<file path="config.mk">
export PLATFORM = sky130hd
export DESIGN_NAME = bgsb_front
export DESIGN_NICKNAME = d
export VERILOG_FILES = /design/src/sv/bgsb_pkg.sv /design/src/sv/bgsb_front.sv
export SDC_FILE = /design/constraint.sdc
export NUM_CORES = 1
export LEC_CHECK = 0
export BUFFER_PORTS_ARGS = -buffer_cell sky130_fd_sc_hd__buf_4
export CAP_MARGIN = 15
export CORE_ASPECT_RATIO = 0.7
export CORE_MARGIN = 8
export CORE_UTILIZATION = 35
export CTS_CLUSTER_SIZE = 30
export DETAILED_ROUTE_END_ITERATION = 8
export HOLD_SLACK_MARGIN = 0.08
export PLACE_DENSITY = 0.66
export SKIP_LAST_GASP = 1
export SYNTH_ARGS = -nofsm -noshare
export SYNTH_HDL_FRONTEND = slang
export SYNTH_SLANG_ARGS = --single-unit
</file>
<file path="constraint.sdc">
create_clock -name clk_i -period 5 [get_ports clk_i]
set_clock_uncertainty 0.1 [all_clocks]
set_input_delay 1 -clock clk_i [delete_from_list [all_inputs] [get_ports clk_i]]
set_output_delay 1 -clock clk_i [all_outputs]
set_load 0.01 [all_outputs]
</file>
<file path="src/sv/bgsb_pkg.sv">
// Shared constants, codes and types of the bit-granular stream buffer.
`default_nettype none

package bgsb_pkg;

  // Store geometry
  localparam int unsigned CAPACITY_BITS = 4096;
  localparam int unsigned MAX_WIDTH     = 32;

  // Field widths
  localparam int unsigned OP_W  = 2;
  localparam int unsigned VAL_W = 32;
  localparam int unsigned WID_W = 6;
  localparam int unsigned POS_W = 13;

  // Two banks of words: even words in one, odd words in the other
  localparam int unsigned WORD_W     = VAL_W;
  localparam int unsigned OFF_W      = $clog2(WORD_W);
  localparam int unsigned WIDX_W     = POS_W - OFF_W;
  localparam int unsigned BANK_DEPTH = CAPACITY_BITS / (2 * WORD_W);
  localparam int unsigned BANK_AW    = $clog2(BANK_DEPTH);

  // Small queues between the parts
  localparam int unsigned QDEPTH = 2;
  localparam int unsigned QPTR_W = 1;
  localparam int unsigned QCNT_W = 2;

  typedef logic [OP_W-1:0] op_t;
  localparam op_t OP_WRITE = 2'd0;
  localparam op_t OP_READ  = 2'd1;
  localparam op_t OP_SEEK  = 2'd2;

  typedef enum logic [1:0] {
    ST_OK       = 2'd0,
    ST_NO_ROOM  = 2'd1,
    ST_SHORT    = 2'd2,
    ST_PAST_END = 2'd3
  } status_e;

  typedef enum logic {
    BK_IDLE,
    BK_EXEC
  } back_state_e;

  typedef struct packed {
    op_t              op;
    logic [VAL_W-1:0] value;
    logic [WID_W-1:0] width;
    logic [POS_W-1:0] new_position;
  } cmd_t;

  typedef struct packed {
    logic [VAL_W-1:0] read_value;
    status_e          status;
    logic [POS_W-1:0] cursor;
    logic [POS_W-1:0] length;
  } res_t;

endpackage

`default_nettype wire

</file>
<file path="src/sv/bgsb_front.sv">
// Front end: accepts items, saturates the width and queues decoded commands.
`default_nettype none

module bgsb_front (
  input  wire logic                          clk_i,
  input  wire logic                          rst_ni,
  input  wire logic                          push,
  output logic                               full,
  input  wire logic [bgsb_pkg::OP_W-1:0]     operation_i,
  input  wire logic [bgsb_pkg::VAL_W-1:0]    value_i,
  input  wire logic [bgsb_pkg::WID_W-1:0]    width_i,
  input  wire logic [bgsb_pkg::POS_W-1:0]    new_position_i,
  output logic                               cmd_valid_o,
  output bgsb_pkg::cmd_t                     cmd_o,
  input  wire logic                          cmd_pop_i
);

  bgsb_pkg::cmd_t                    mem_q [bgsb_pkg::QDEPTH];
  logic [bgsb_pkg::QPTR_W-1:0]       wr_ptr_q, wr_ptr_d;
  logic [bgsb_pkg::QPTR_W-1:0]       rd_ptr_q, rd_ptr_d;
  logic [bgsb_pkg::QCNT_W-1:0]       count_q, count_d;
  logic                              do_push, do_pop;
  bgsb_pkg::cmd_t                    cmd_in;

  always_comb begin
    cmd_in.op           = operation_i;
    cmd_in.value        = value_i;
    cmd_in.new_position = new_position_i;
    // clamp oversized widths
    if (width_i > bgsb_pkg::WID_W'(bgsb_pkg::MAX_WIDTH)) begin
      cmd_in.width = bgsb_pkg::WID_W'(bgsb_pkg::MAX_WIDTH);
    end else begin
      cmd_in.width = width_i;
    end
  end

  assign full        = (count_q == bgsb_pkg::QCNT_W'(bgsb_pkg::QDEPTH));
  assign cmd_valid_o = (count_q != '0);
  assign cmd_o       = mem_q[rd_ptr_q];
  assign do_push     = push && !full;
  assign do_pop      = cmd_pop_i && cmd_valid_o;

  always_comb begin
    wr_ptr_d = wr_ptr_q;
    rd_ptr_d = rd_ptr_q;
    count_d  = count_q;
    if (do_push) begin
      wr_ptr_d = wr_ptr_q + 1'b1;
    end
    if (do_pop) begin
      rd_ptr_d = rd_ptr_q + 1'b1;
    end
    if (do_push && !do_pop) begin
      count_d = count_q + 1'b1;
    end else if (!do_push && do_pop) begin
      count_d = count_q - 1'b1;
    end
  end

  always_ff @(posedge clk_i or negedge rst_ni) begin
    if (!rst_ni) begin
      wr_ptr_q <= '0;
      rd_ptr_q <= '0;
      count_q  <= '0;
    end else begin
      wr_ptr_q <= wr_ptr_d;
      rd_ptr_q <= rd_ptr_d;
      count_q  <= count_d;
    end
  end

  always_ff @(posedge clk_i) begin
    if (do_push) begin
      mem_q[wr_ptr_q] <= cmd_in;
    end
  end

endmodule

`default_nettype wire

</file>
Word-level counts from Yosys, hierarchy flattened

Memories as Yosys holds them, arrays and structs flattened.
Index checks and enable logic that the tools add are counted.

Bits in registers: 4
Memory bits (writable): 106
Bits of input ports: 57
Output and inout bits: 55
Word-level logic and storage cells: 24
Memories kept: 1

$add $sub $neg: 4
Order comparisons: 1
Equal/unequal tests: 1
Mux-type cells: 5
Reductions and logical operators: 9

Memory list:

| name  | depth | bits a word | rd ports | clocked after memory_dff | wr ports | RTL line         | source |
|---|---|---|---|---|---|---|---|
| mem_q | 2     | 53          | 1        | 0                        | 1        | bgsb_front.sv:18 | `bgsb_pkg::cmd_t mem_q [bgsb_pkg::QDEPTH];` |

Operator list:

| cell                                             | count |
|---|---|
| > comparator 6 bit, second input constant        | 1 |
| two-way mux 6 bit                                | 1 |
| logical AND 1 bit                                | 4 |
| two-way mux 2 bit                                | 2 |
| nonzero test 2 bit                               | 2 |
| logical NOT 1 bit                                | 3 |
| adder 1 bit, second input constant               | 2 |
| adder 2 x 1 -> 2 bit, second input constant      | 1 |
| == test 2 bit, second input constant             | 1 |
| two-way mux 1 bit                                | 2 |
| subtractor 2 x 1 -> 2 bit, second input constant | 1 |

Longest topological paths before layout

Depth after elaboration: 7
Mapped depth: 7
Mapped depth without buffers: 7

Worst setup path before layout

OpenSTA, ideal clock, no wires.

Kind: in2reg
Start: input port push
End: memory mem_q[0][0] in the netlist's numbering, enable pin
Library setup time: 464 ps
Arrival time: 3311 ps
Data required time: 4436 ps
Path slack: 1126 ps
Stages: 2
Cell sequence: nand2_1 nor2_1

Longest elaborated chain between the ends: 3

RTL lines:

| item                                    | RTL line         | source |
|---|---|---|
| from (decl)                             | bgsb_front.sv:7  | `input wire logic push,` |
| logical AND 1 bit                       | bgsb_front.sv:40 | `assign do_push = push && !full;` |
| two-way mux 1 bit                       | bgsb_front.sv:73 | `if (do_push) begin` |
| two-way mux 1 bit (implied by the code) | bgsb_front.sv:74 | `mem_q[wr_ptr_q] <= cmd_in;` |
| to (decl)                               | bgsb_front.sv:18 |  |

Every way passes these cells.

==> results.md <==
* Status: finished, final reports clean
* GRT Util Overall at 9.83%
* Die ar. at 0.0162 sq mm
* Seq/Total Area, Yosys at 76.2%
* Post-synth EDFFs at 106
* Peak VDD IR at 330 uV
* Peak fanout along the critical path at 54
* HP Class: primary input to asynchronous set/reset pin
* Slew margin rel. at 32.1%
* Resize count post-CTS at 0
* CP Cell Sequence: mux2_2 -> buf_4
* Clk slew on worst S/H paths at 70 ps
* Root Buffer: clkbuf_16
* Crit path DAT at 2020 ps
* Synth top area share at 73.9%
* Routed WL per cell at 16.3 um
* Simple-Gate Fraction of Synth Area at 1.51%
* Antenna diode count at 0
* H-tree depth at 3
* Endpoints failing setup at 0
* Detailed Route Iter0 Violations at 59
* Worst setup path startpoint: rd_ptr_q$_DFFE_PN0P_
* Max-Cap Viols at 0
* Post-DRT Antenna Nets at 0
* Post-route minimum period at 3120 ps
* Final period utilization at 62.4%
* Ys flop type: edfxtp_1
* Initial antenna violation count at 0
* Clk buf depth at 2
* Sum of negative setup slack at 0 ps
* Startpoint Class: flip-flop
* Row count at 34
* Crit end category: output pin
* Synth-to-Final Area Change at 28.6%
* Final hold violations at 0
* Max Slew Vio Count at 0
* Ys Warns at 0
* Via count at 2,042
* Post-Syn Nets at 248
* CTS tree: yes
* Number of global-route vias before repair at 2,261
* Setup bufs post-CTS at 0
* Total CTS buffers at 9
* Post-CTS Hold Fix Bufs at 0
* Crit Path Class: flip-flop to output pin
* Die height at 109 um
* Slew @ Worst Pin at 1020 ps
* Post-Syn Area per Cell at 22.7 sq um
* First-pass GRT wire length at 11,900 um
* Complex-gate fraction of the synthesized area at 0%
* Die width at 149 um
* Number of unique standard cell types used by synthesis at 17
* Pleak at 2.19 nW
* Layout cell share with drive strength beyond 1 at 58.2%
* Synth Area in XOR/XNOR at 1.02%
* DP HPWL at 5330 um
* Largest family of logic cells by synthesized area: multiplexers
* Post-Route WL at 7720 um
* Cell taking the most area after synthesis: edfxtp_1
* Clock latency on the worst-skew pair at 340 ps
* Max stage delay on crit path at 1100 ps
* Io pins at 112
* Final net count at 365
* Vias per inst at 4.32
* Fmax at 320 MHz
* Worst hold slack at 344 ps
* Grt ovf at 0
* Largest net degree at the start of global routing at 55
* Power per cell area at 568 mW/mm^2
* Total power at 3.15 mW
* Synthesized cell area at 0.00431 sq mm
* Count of buffers from port buffering at 111
* Core area at 0.0122 sq mm
* Post-synthesis async set-or-reset flop share at 3.64%
* Cell count after synthesis at 190
* Mux share of post-synthesis cell area at 18.1%
* DR pass1 iterations at 4
* Slowest cell on crit path: dfrtp_4
* Critical R2R Launch: count_q[0]$_DFFE_PN0P_
* RSZ-0062 raised after global routing: no
* GP Congestion at 0.668
* Yosys reg bits at 110
* Clock sink count at 110
* DRC at 0
* CP required at 3900 ps
* Initial Util at 35.3%
* Post-synthesis adder-cell area fraction at 0.290%
* Top post-synthesis cells by area: edfxtp_1 74%, mux2_4 17%, buf_12 2.3%, dfrtp_1 2.3%, mux2_2 1.0%
[cell type report]
cell class	count	area, sq um
clock buffers	11	233
clock inverters	4	48.8
fillers	1076	6670
inverters	2	7.51
multi-input cells	71	911
flip-flops and latches	110	3290
well taps	162	203
repair buffers	113	848
[state kept, by name (all words and copies together) (netlist names)]
name,flops
count_q,2
mem_q,106
rd_ptr_q,1
wr_ptr_q,1
[where the power goes]
part / switching [mW] / internal, mW
combinational: 0.406 / 0.624
sequential: 0.174 / 1.26
clock: 0.294 / 0.384
total: 0.873 / 2.27
[critical path, delay by kind of cell (launching register included)]
kind / cells / cell delay (ps)
DFF: 1 / 1100
muxes: 1 / 420
buffers and inverters: 1 / 140
[per-stage QoR]
stage               area (sq um)  std cells  utilization, %  setup WS [ps]
floorplan                   4310        190               -           1130
global placement            5260        458            43.1           2170
detailed placement          5260        458            43.1           2140
CTS                         5540        473            45.4           1840
global route                5540        473            45.4           1770
finish                      5540        473            45.4           1880
[cells in the mapped netlist (2+ instances only)]
library cell / instances
buf_12: 5
dfrtp_1: 4
edfxtp_1: 106
inv_1: 2
mux2_2: 4
mux2_4: 49
nand2_1: 2
nor2_1: 2
nor2b_1: 5
xnor2_1: 3
xor2_1: 2
[final timing paths]
kind | end | slack (ps) | cells past startpoint
worst max-delay path | cmd_o[25] | 1880 | 2
worst min-delay path | rd_ptr_q$_DFFE_PN0P_ | 340 | 1
worst max register to register | mem_q[0][17]$_DFFE_PP_ | 2730 | 4
worst min register to register | count_q[1]$_DFFE_PN0P_ | 390 | 1
max in group asynchronous | rd_ptr_q$_DFFE_PN0P_ | 4340 | 1
min in group clk_i | count_q[1]$_DFFE_PN0P_ | 390 | 1
[per-layer routing]
metal | vias up | GRT usage (%) | share of wire (%)
met5 | - | 0 | 0
met4 | 0 | 3.48 | 1.1
met3 | 9 | 7.05 | 13
met2 | 73 | 15.3 | 45
met1 | 996 | 10.3 | 40
li1 | 964 | - | -
[kinds of logic after synthesis]
logic type | count (synthesis)
buffers and inverters | 9
xor gates and xnor gates | 5
adders and majority gates | 1
DFF | 110
muxes | 53
and+or+nand+nor | 12
[layout by cell type, fill, tap and decap left out]
cell	count
buf_4	113
edfxtp_1	106
mux2_4	49
clkbuf_16	9
nor2b_1	5
mux2_2	4
xnor2_1	3
dfrtp_1	3
inv_1	2
nand2_1	2
xor2_1	2
clkbuf_1	2
clkinvlp_4	2
nand2b_1	1
or2_1	1
and3_2	1
nor2_4	1
nor2_1	1
ha_1	1
clkinv_1	1
bufinv_16	1
dfrtp_4	1
(Power assumes the default switching activity.)
