## src/sv/bgsb_pkg.sv

```systemverilog
// Shared constants, codes and types of the bit-granular stream buffer.
`default_nettype none

package bgsb_pkg;

  // Store geometry
  localparam int unsigned CAPACITY_BITS = 4096;
  localparam int unsigned MAX_WIDTH     = 32;

  // Field widths
  localparam int unsigned OP_W  = 2;
  localparam int unsigned VAL_W = 32;
  localparam int unsigned WID_W = 6;
  localparam int unsigned POS_W = 13;

  // Two banks of words: even words in one, odd words in the other
  localparam int unsigned WORD_W     = VAL_W;
  localparam int unsigned OFF_W      = $clog2(WORD_W);
  localparam int unsigned WIDX_W     = POS_W - OFF_W;
  localparam int unsigned BANK_DEPTH = CAPACITY_BITS / (2 * WORD_W);
  localparam int unsigned BANK_AW    = $clog2(BANK_DEPTH);

  // Small queues between the parts
  localparam int unsigned QDEPTH = 2;
  localparam int unsigned QPTR_W = 1;
  localparam int unsigned QCNT_W = 2;

  typedef logic [OP_W-1:0] op_t;
  localparam op_t OP_WRITE = 2'd0;
  localparam op_t OP_READ  = 2'd1;
  localparam op_t OP_SEEK  = 2'd2;

  typedef enum logic [1:0] {
    ST_OK       = 2'd0,
    ST_NO_ROOM  = 2'd1,
    ST_SHORT    = 2'd2,
    ST_PAST_END = 2'd3
  } status_e;

  typedef enum logic {
    BK_IDLE,
    BK_EXEC
  } back_state_e;

  typedef struct packed {
    op_t              op;
    logic [VAL_W-1:0] value;
    logic [WID_W-1:0] width;
    logic [POS_W-1:0] new_position;
  } cmd_t;

  typedef struct packed {
    logic [VAL_W-1:0] read_value;
    status_e          status;
    logic [POS_W-1:0] cursor;
    logic [POS_W-1:0] length;
  } res_t;

endpackage

`default_nettype wire

```

## src/sv/bgsb_out_queue.sv

```systemverilog
// Result queue: holds finished results until the receiver pops them.
`default_nettype none

module bgsb_out_queue (
  input  wire logic           clk_i,
  input  wire logic           rst_ni,
  input  wire logic           res_push_i,
  input  wire bgsb_pkg::res_t res_i,
  output logic                res_full_o,
  output logic                empty,
  input  wire logic           pop,
  output bgsb_pkg::res_t      head_o
);

  bgsb_pkg::res_t              mem_q [bgsb_pkg::QDEPTH];
  logic [bgsb_pkg::QPTR_W-1:0] wr_ptr_q, wr_ptr_d;
  logic [bgsb_pkg::QPTR_W-1:0] rd_ptr_q, rd_ptr_d;
  logic [bgsb_pkg::QCNT_W-1:0] count_q, count_d;
  logic                        do_push, do_pop;

  assign res_full_o = (count_q == bgsb_pkg::QCNT_W'(bgsb_pkg::QDEPTH));
  assign empty      = (count_q == '0);
  assign head_o     = mem_q[rd_ptr_q];
  assign do_push    = res_push_i && !res_full_o;
  assign do_pop     = pop && !empty;

  always_comb begin
    wr_ptr_d = wr_ptr_q;
    rd_ptr_d = rd_ptr_q;
    count_d  = count_q;
    if (do_push) begin
      wr_ptr_d = wr_ptr_q + 1'b1;
    end
    if (do_pop) begin
      rd_ptr_d = rd_ptr_q + 1'b1;
    end
    if (do_push && !do_pop) begin
      count_d = count_q + 1'b1;
    end else if (!do_push && do_pop) begin
      count_d = count_q - 1'b1;
    end
  end

  always_ff @(posedge clk_i or negedge rst_ni) begin
    if (!rst_ni) begin
      wr_ptr_q <= '0;
      rd_ptr_q <= '0;
      count_q  <= '0;
    end else begin
      wr_ptr_q <= wr_ptr_d;
      rd_ptr_q <= rd_ptr_d;
      count_q  <= count_d;
    end
  end

  always_ff @(posedge clk_i) begin
    if (do_push) begin
      mem_q[wr_ptr_q] <= res_i;
    end
  end

endmodule

`default_nettype wire

```

## config.mk

```make
export PLATFORM = sky130hd
export DESIGN_NAME = bgsb_out_queue
export DESIGN_NICKNAME = d
export VERILOG_FILES = /design/src/sv/bgsb_pkg.sv /design/src/sv/bgsb_out_queue.sv
export SDC_FILE = /design/constraint.sdc
export NUM_CORES = 1
export LEC_CHECK = 0
export BUFFER_PORTS_ARGS = -buffer_cell sky130_fd_sc_hd__buf_2
export CAP_MARGIN = 20
export CORE_UTILIZATION = 35
export DETAILED_ROUTE_END_ITERATION = 16
export PLACE_DENSITY_LB_ADDON = 0.12
export RECOVER_POWER = 25
export SETUP_SLACK_MARGIN = 0.05
export SLEW_MARGIN = 20
export SYNTH_ARGS = -nofsm -noshare
export SYNTH_HDL_FRONTEND = slang
export SYNTH_SLANG_ARGS = --single-unit
```

## constraint.sdc

```tcl
create_clock -name clk_i -period 9.1 [get_ports clk_i]
set_clock_uncertainty 0.15 [all_clocks]
set_input_delay 0.455 -clock clk_i [delete_from_list [all_inputs] [get_ports clk_i]]
set_output_delay 0.455 -clock clk_i [all_outputs]
set_load 0.03 [all_outputs]
```

# Word level (Yosys, flattened, before mapping)
# Memories as Yosys holds them, arrays and structs flattened.
# Index checks and enable logic that the tools add are counted.
classes:
  n_mux: 4
  reduce_logical: 10
  n_eq_ne: 1
  add_sub_neg: 4
op_table:
  columns: ["op", "n"]
  rows:
  - ["$logic_and A1 B1 Y1", 4]
  - ["$logic_not A1 Y1", 4]
  - ["$mux W2", 2]
  - ["$add A1 B1 Y1 const B", 2]
  - ["$add A2 B1 Y2 const B", 1]
  - ["$eq A2 B2 Y1 const B", 1]
  - ["$logic_not A2 Y1", 1]
  - ["$mux W1", 2]
  - ["$reduce_bool A2 Y1", 1]
  - ["$sub A2 B1 Y2 const B", 1]
totals:
  inputBits: 64
  word_cells: 23
  out_inout_bits: 62
  register_bits: 4
  ramBits: 120
  n_memories: 1
mem_list:
  columns: ["memory", "depth", "word_bits", "rd", "rd_clocked_by_memory_dff", "wr", "line_no", "source"]
  rows:
  - ["mem_q", 2, 60, 1, 0, 1, "bgsb_out_queue.sv:15", "bgsb_pkg::res_t mem_q [bgsb_pkg::QDEPTH];"]

# Longest topological paths before layout
depth:
  depth_word: 7
  ltp_mapped: 7

# Worst setup path before layout
# No wires, ideal clock.
synth_timing:
  kind: "reg-to-reg"
  start: "register count_q[0] (netlist name)"
  end: "memory mem_q[0][0] (netlist name) (enable)"
  slack_ps: 5312
  arrival_ps: 3160
  n_path_buf: 0
  t_required_ps: 8472
  path_stages_with_launch: 4
  cell_sequence: "dfrtp_1 -> nand2b_1 -> nand2_1 -> nor2_1"
synth_between:
  elab_chain_cells: 5
synth_lines:
  columns: ["item", "line_no", "source"]
  rows:
  - ["start: declaration", "bgsb_out_queue.sv:18", "logic [bgsb_pkg::QCNT_W-1:0] count_q, count_d;"]
  - ["start signal: assignment", "bgsb_out_queue.sv:52", "count_q <= count_d;"]
  - ["$eq A2 B2 Y1", "bgsb_out_queue.sv:21", "assign res_full_o = (count_q == bgsb_pkg::QCNT_W'(bgsb_pkg::QDEPTH));"]
  - ["$logic_not A1 Y1", "bgsb_out_queue.sv:24", "assign do_push = res_push_i && !res_full_o;"]
  - ["$logic_and A1 B1 Y1", "bgsb_out_queue.sv:24", null]
  - ["$mux W1", "bgsb_out_queue.sv:57", "if (do_push) begin"]
  - ["$mux W1 (not written as such)", "bgsb_out_queue.sv:58", "mem_q[wr_ptr_q] <= res_i;"]
  - ["end: declaration", "bgsb_out_queue.sv:15", null]
# Every way passes these cells.

==> reports/metrics.csv <==
stage,metric,value,unit
detailed_routing,ant_nets,0,
synthesis,yosysWarnings,0,
synthesis,ys_ff_latch,124,
global_routing,met2_usage,18.50,%
clocking,post-cts-setup-buffer-count,0,
global_routing,grt_pass1_vias,2305,
global_routing,grt_overflow,0,
status,outcome,finished clean,
power_and_ir_drop,ir_drop,156.0,uV
setup_path,cp.required,8500,ps
synthesis,synth_top_family_by_area,multiplexers,
global_routing,busiest_layer,met2,
power_and_ir_drop,pwr_density_cell,362.3,mW/mm2
placed_design,dp_slack,6447,ps
synthesis,synthSimpleGateAreaFrac,0.5701,%
power_and_ir_drop,p_sw_share,33.84,%
flow_run,cap_violations,0,
timing,fin_hold_ws,88.13,ps
timing,post-route-period-util,33.37,%
synthesis,synth_compound_area_share,0.1037,%
global_routing,grt_start_max_net_pins,61,
timing,relSlewSlack,36.96,%
setup_path,path_cells,buf_4 -> mux2_2 -> buf_2,
layout,drive_above_1_share,57.22,%
setup_path,crit_type,flop to primary output,
detailed_routing,drc_errors,0,
worst_hold_path,hp-start,res_i[30],
synthesis,synth_fa_ha_area_share,0.2591,%
clocking,cts_buffers,17,
timing,fin_crit,3037,ps
layout,final_cell_mix,"120 x edfxtp_1, 117 x buf_2, 59 x mux2_4, 17 x clkbuf_16, 16 x clkbuf_1",
placed_design,post-place-cells,503,
timing,setup_violations,0,
global_routing,track_usage,12.20,%
layout,layout.nets,412,
setup_path,cp-startpoint,rd_ptr_q$_DFFE_PN0P_,
power_and_ir_drop,combPwrFrac,35.3,%
setup_path,crit_arrival,2430,ps
floorplan,rows,42,
power_and_ir_drop,p_sw,746.1,uW
layout,antennaDiodeCount,0,
floorplan,die_x,119.5,um
power_and_ir_drop,p_leak,0.002446,uW
timing,worst_slew_pin_slew,943.4,ps
detailed_routing,routed_via_density,4.265,
setup_path,cp_slowest_cell,dfrtp_4,
synthesis,synthMuxAreaShare,18.58,%
timing,rsz0062_at_grt,false,
clocking,cts.sinks,124,
synthesis,synth_nets,271,
synthesis,ys_types,15,
placed_design,io_buffers,125,
timing,clock.fmax,0.3293,GHz
synthesis,syn_area,0.004828,mm2
synthesis,synth_area_per_cell,23.44,um2
synthesis,synthXorXnorAreaFrac,0.9070,%
synthesis,synth.yosys.seq_area_share,76.70,%
global_routing,grt_pass1_wl,12330,um
floorplan,die_y,119.5,um
timing,slew_viol_final,0,
detailed_routing,wl_per_cell,15.14,um
clocking,htree_levels,4,
detailed_routing,dr.pass1.iters,4,
clocking,cts.path.max_buffers,2,
clocking,path_clk_slew,50,ps
layout,areaGrowthSynthToFinish,26.02,%
detailed_routing,drtIter0Drc,72,
global_routing,gr-usage-met3,5.795,%
detailed_routing,via_count,2286,
floorplan,dieArea,0.01427,mm2
timing,fin_ws,6063,ps
detailed_routing,wl,8116,um
setup_path,crit_path_max_incr_delay,810,ps
setup_path,end_kind,primary output,
synthesis,synth_cells,206,
global_routing,antenna_found_initial,1,
clocking,cts-root-buf,clkbuf_16,
clocking,clk_latency,400,ps
power_and_ir_drop,seqPwrFrac,38.9,%
setup_path,start_kind,flop,
layout,stdcell_count,536,
global_routing,grt_use_met1,14.16,%
setup_path,cp_max_fo,31,
synthesis,yosysTopAreaCell,edfxtp_1,
setup_path,r2r-start,count_q[0]$_DFFE_PN0P_,
timing,finalHoldViolations,0,
power_and_ir_drop,intPower,1459,uW
floorplan,start_util,36.17,%
layout,final_common_cell,edfxtp_1,
timing,setup_tns,0,ps
placed_design,gp_congestion,0.6666,
clocking,cts_tree,yes,
layout,fin_util,45.58,%
floorplan,ios,126,
worst_hold_path,min-delay-path-class,primary input to flop,
synthesis,synth.area.top_cells,"edfxtp_1 75%, mux2_4 18%, buf_12 2.5%",
synthesis,yosysTopAreaCellShare,74.63,%
power_and_ir_drop,clkPwrFrac,25.8,%
floorplan,core_area,0.01335,mm2
[final timing paths]
kind	end	slack, ps	cells past startpoint
setup reg to reg	mem_q[0][26]$_DFFE_PP_	6580	4
setup / recovery	head_o[37]	6060	3
max in group asynchronous	rd_ptr_q$_DFFE_PN0P_	8400	2
hold reg to reg	count_q[1]$_DFFE_PN0P_	370	1
min in group asynchronous	count_q[1]$_DFFE_PN0P_	250	2
hold / removal	mem_q[0][30]$_DFFE_PP_	90	1
[power groups by stage]
stage                     clock network, uW  registers, uW  logic, uW
final                                   569            858        777
after global routing                    611            873        826
after CTS                               586            861        793
after detailed placement                  0            872        790
after global placement                    0            867        793
after floorplan                           0            829        690
[per-stage QoR]
stage | power [uW] | cell area, um2
floorplan | 1519 | 4828
global placement | 1660 | 5578
detailed placement | 1662 | 5578
CTS | 2241 | 6095
global route | 2310 | 6085
finish | 2205 | 6085
[cells by family (layout without fill, tap and decap cells)]
| kind of cell | count (synthesis) | in the layout |
|---|---|---|
| compound gates | 1 | 1 |
| xor+xnor | 5 | 5 |
| fa+ha+maj | 1 | 1 |
| buf+inv | 9 | 163 |
| flops | 124 | 124 |
| mux | 60 | 60 |
| simple gates | 6 | 6 |
[per-layer routing]
metal	routed length [um]	vias to the layer above	part of all wire (%)
met5	17	-	0.21
met4	159	2	2.0
met3	654	17	8.1
met2	3929	77	48
met1	3356	1098	41
li1	-	1092	-
[state kept, by name, summed over array words and instances (netlist names)]
| name | cells |
|---|---|
| count_q | 2 |
| mem_q | 120 |
| rd_ptr_q | 1 |
| wr_ptr_q | 1 |
[cell usage after synthesis]
master and n:
and3_1 1, dfrtp_1 4, buf_6 1, buf_12 6, mux2_4 59, edfxtp_1 120
nand2b_1 1, nor2_1 3, xnor2_1 3, mux2_2 1, xor2_1 2, inv_1 2
ha_1 1, nand2_1 1, o21ai_1 1
[area by class of cell]
class	count	area, um2
fill	1197	7263
timing repair buffer	129	648.1
sequential	124	3707
clock inverter	4	20.02
multi-input combinational	73	994.7
tap	176	220.2
clock buffer	28	486.7
inverter	2	7.507
[timing repair]
item / 4_1_cts / 5_1_grt
hold buffers: 1 / 0
hold endpoints to repair: 4 / 0
gates resized for setup: 0 / 0
[critical path: cells and delay by family (launching register included)]
kind	cells	cell delay, ps
buf+inv	2	770
flops	1	810
mux	1	390
Note: power is estimated with default switching activity, not from simulation.
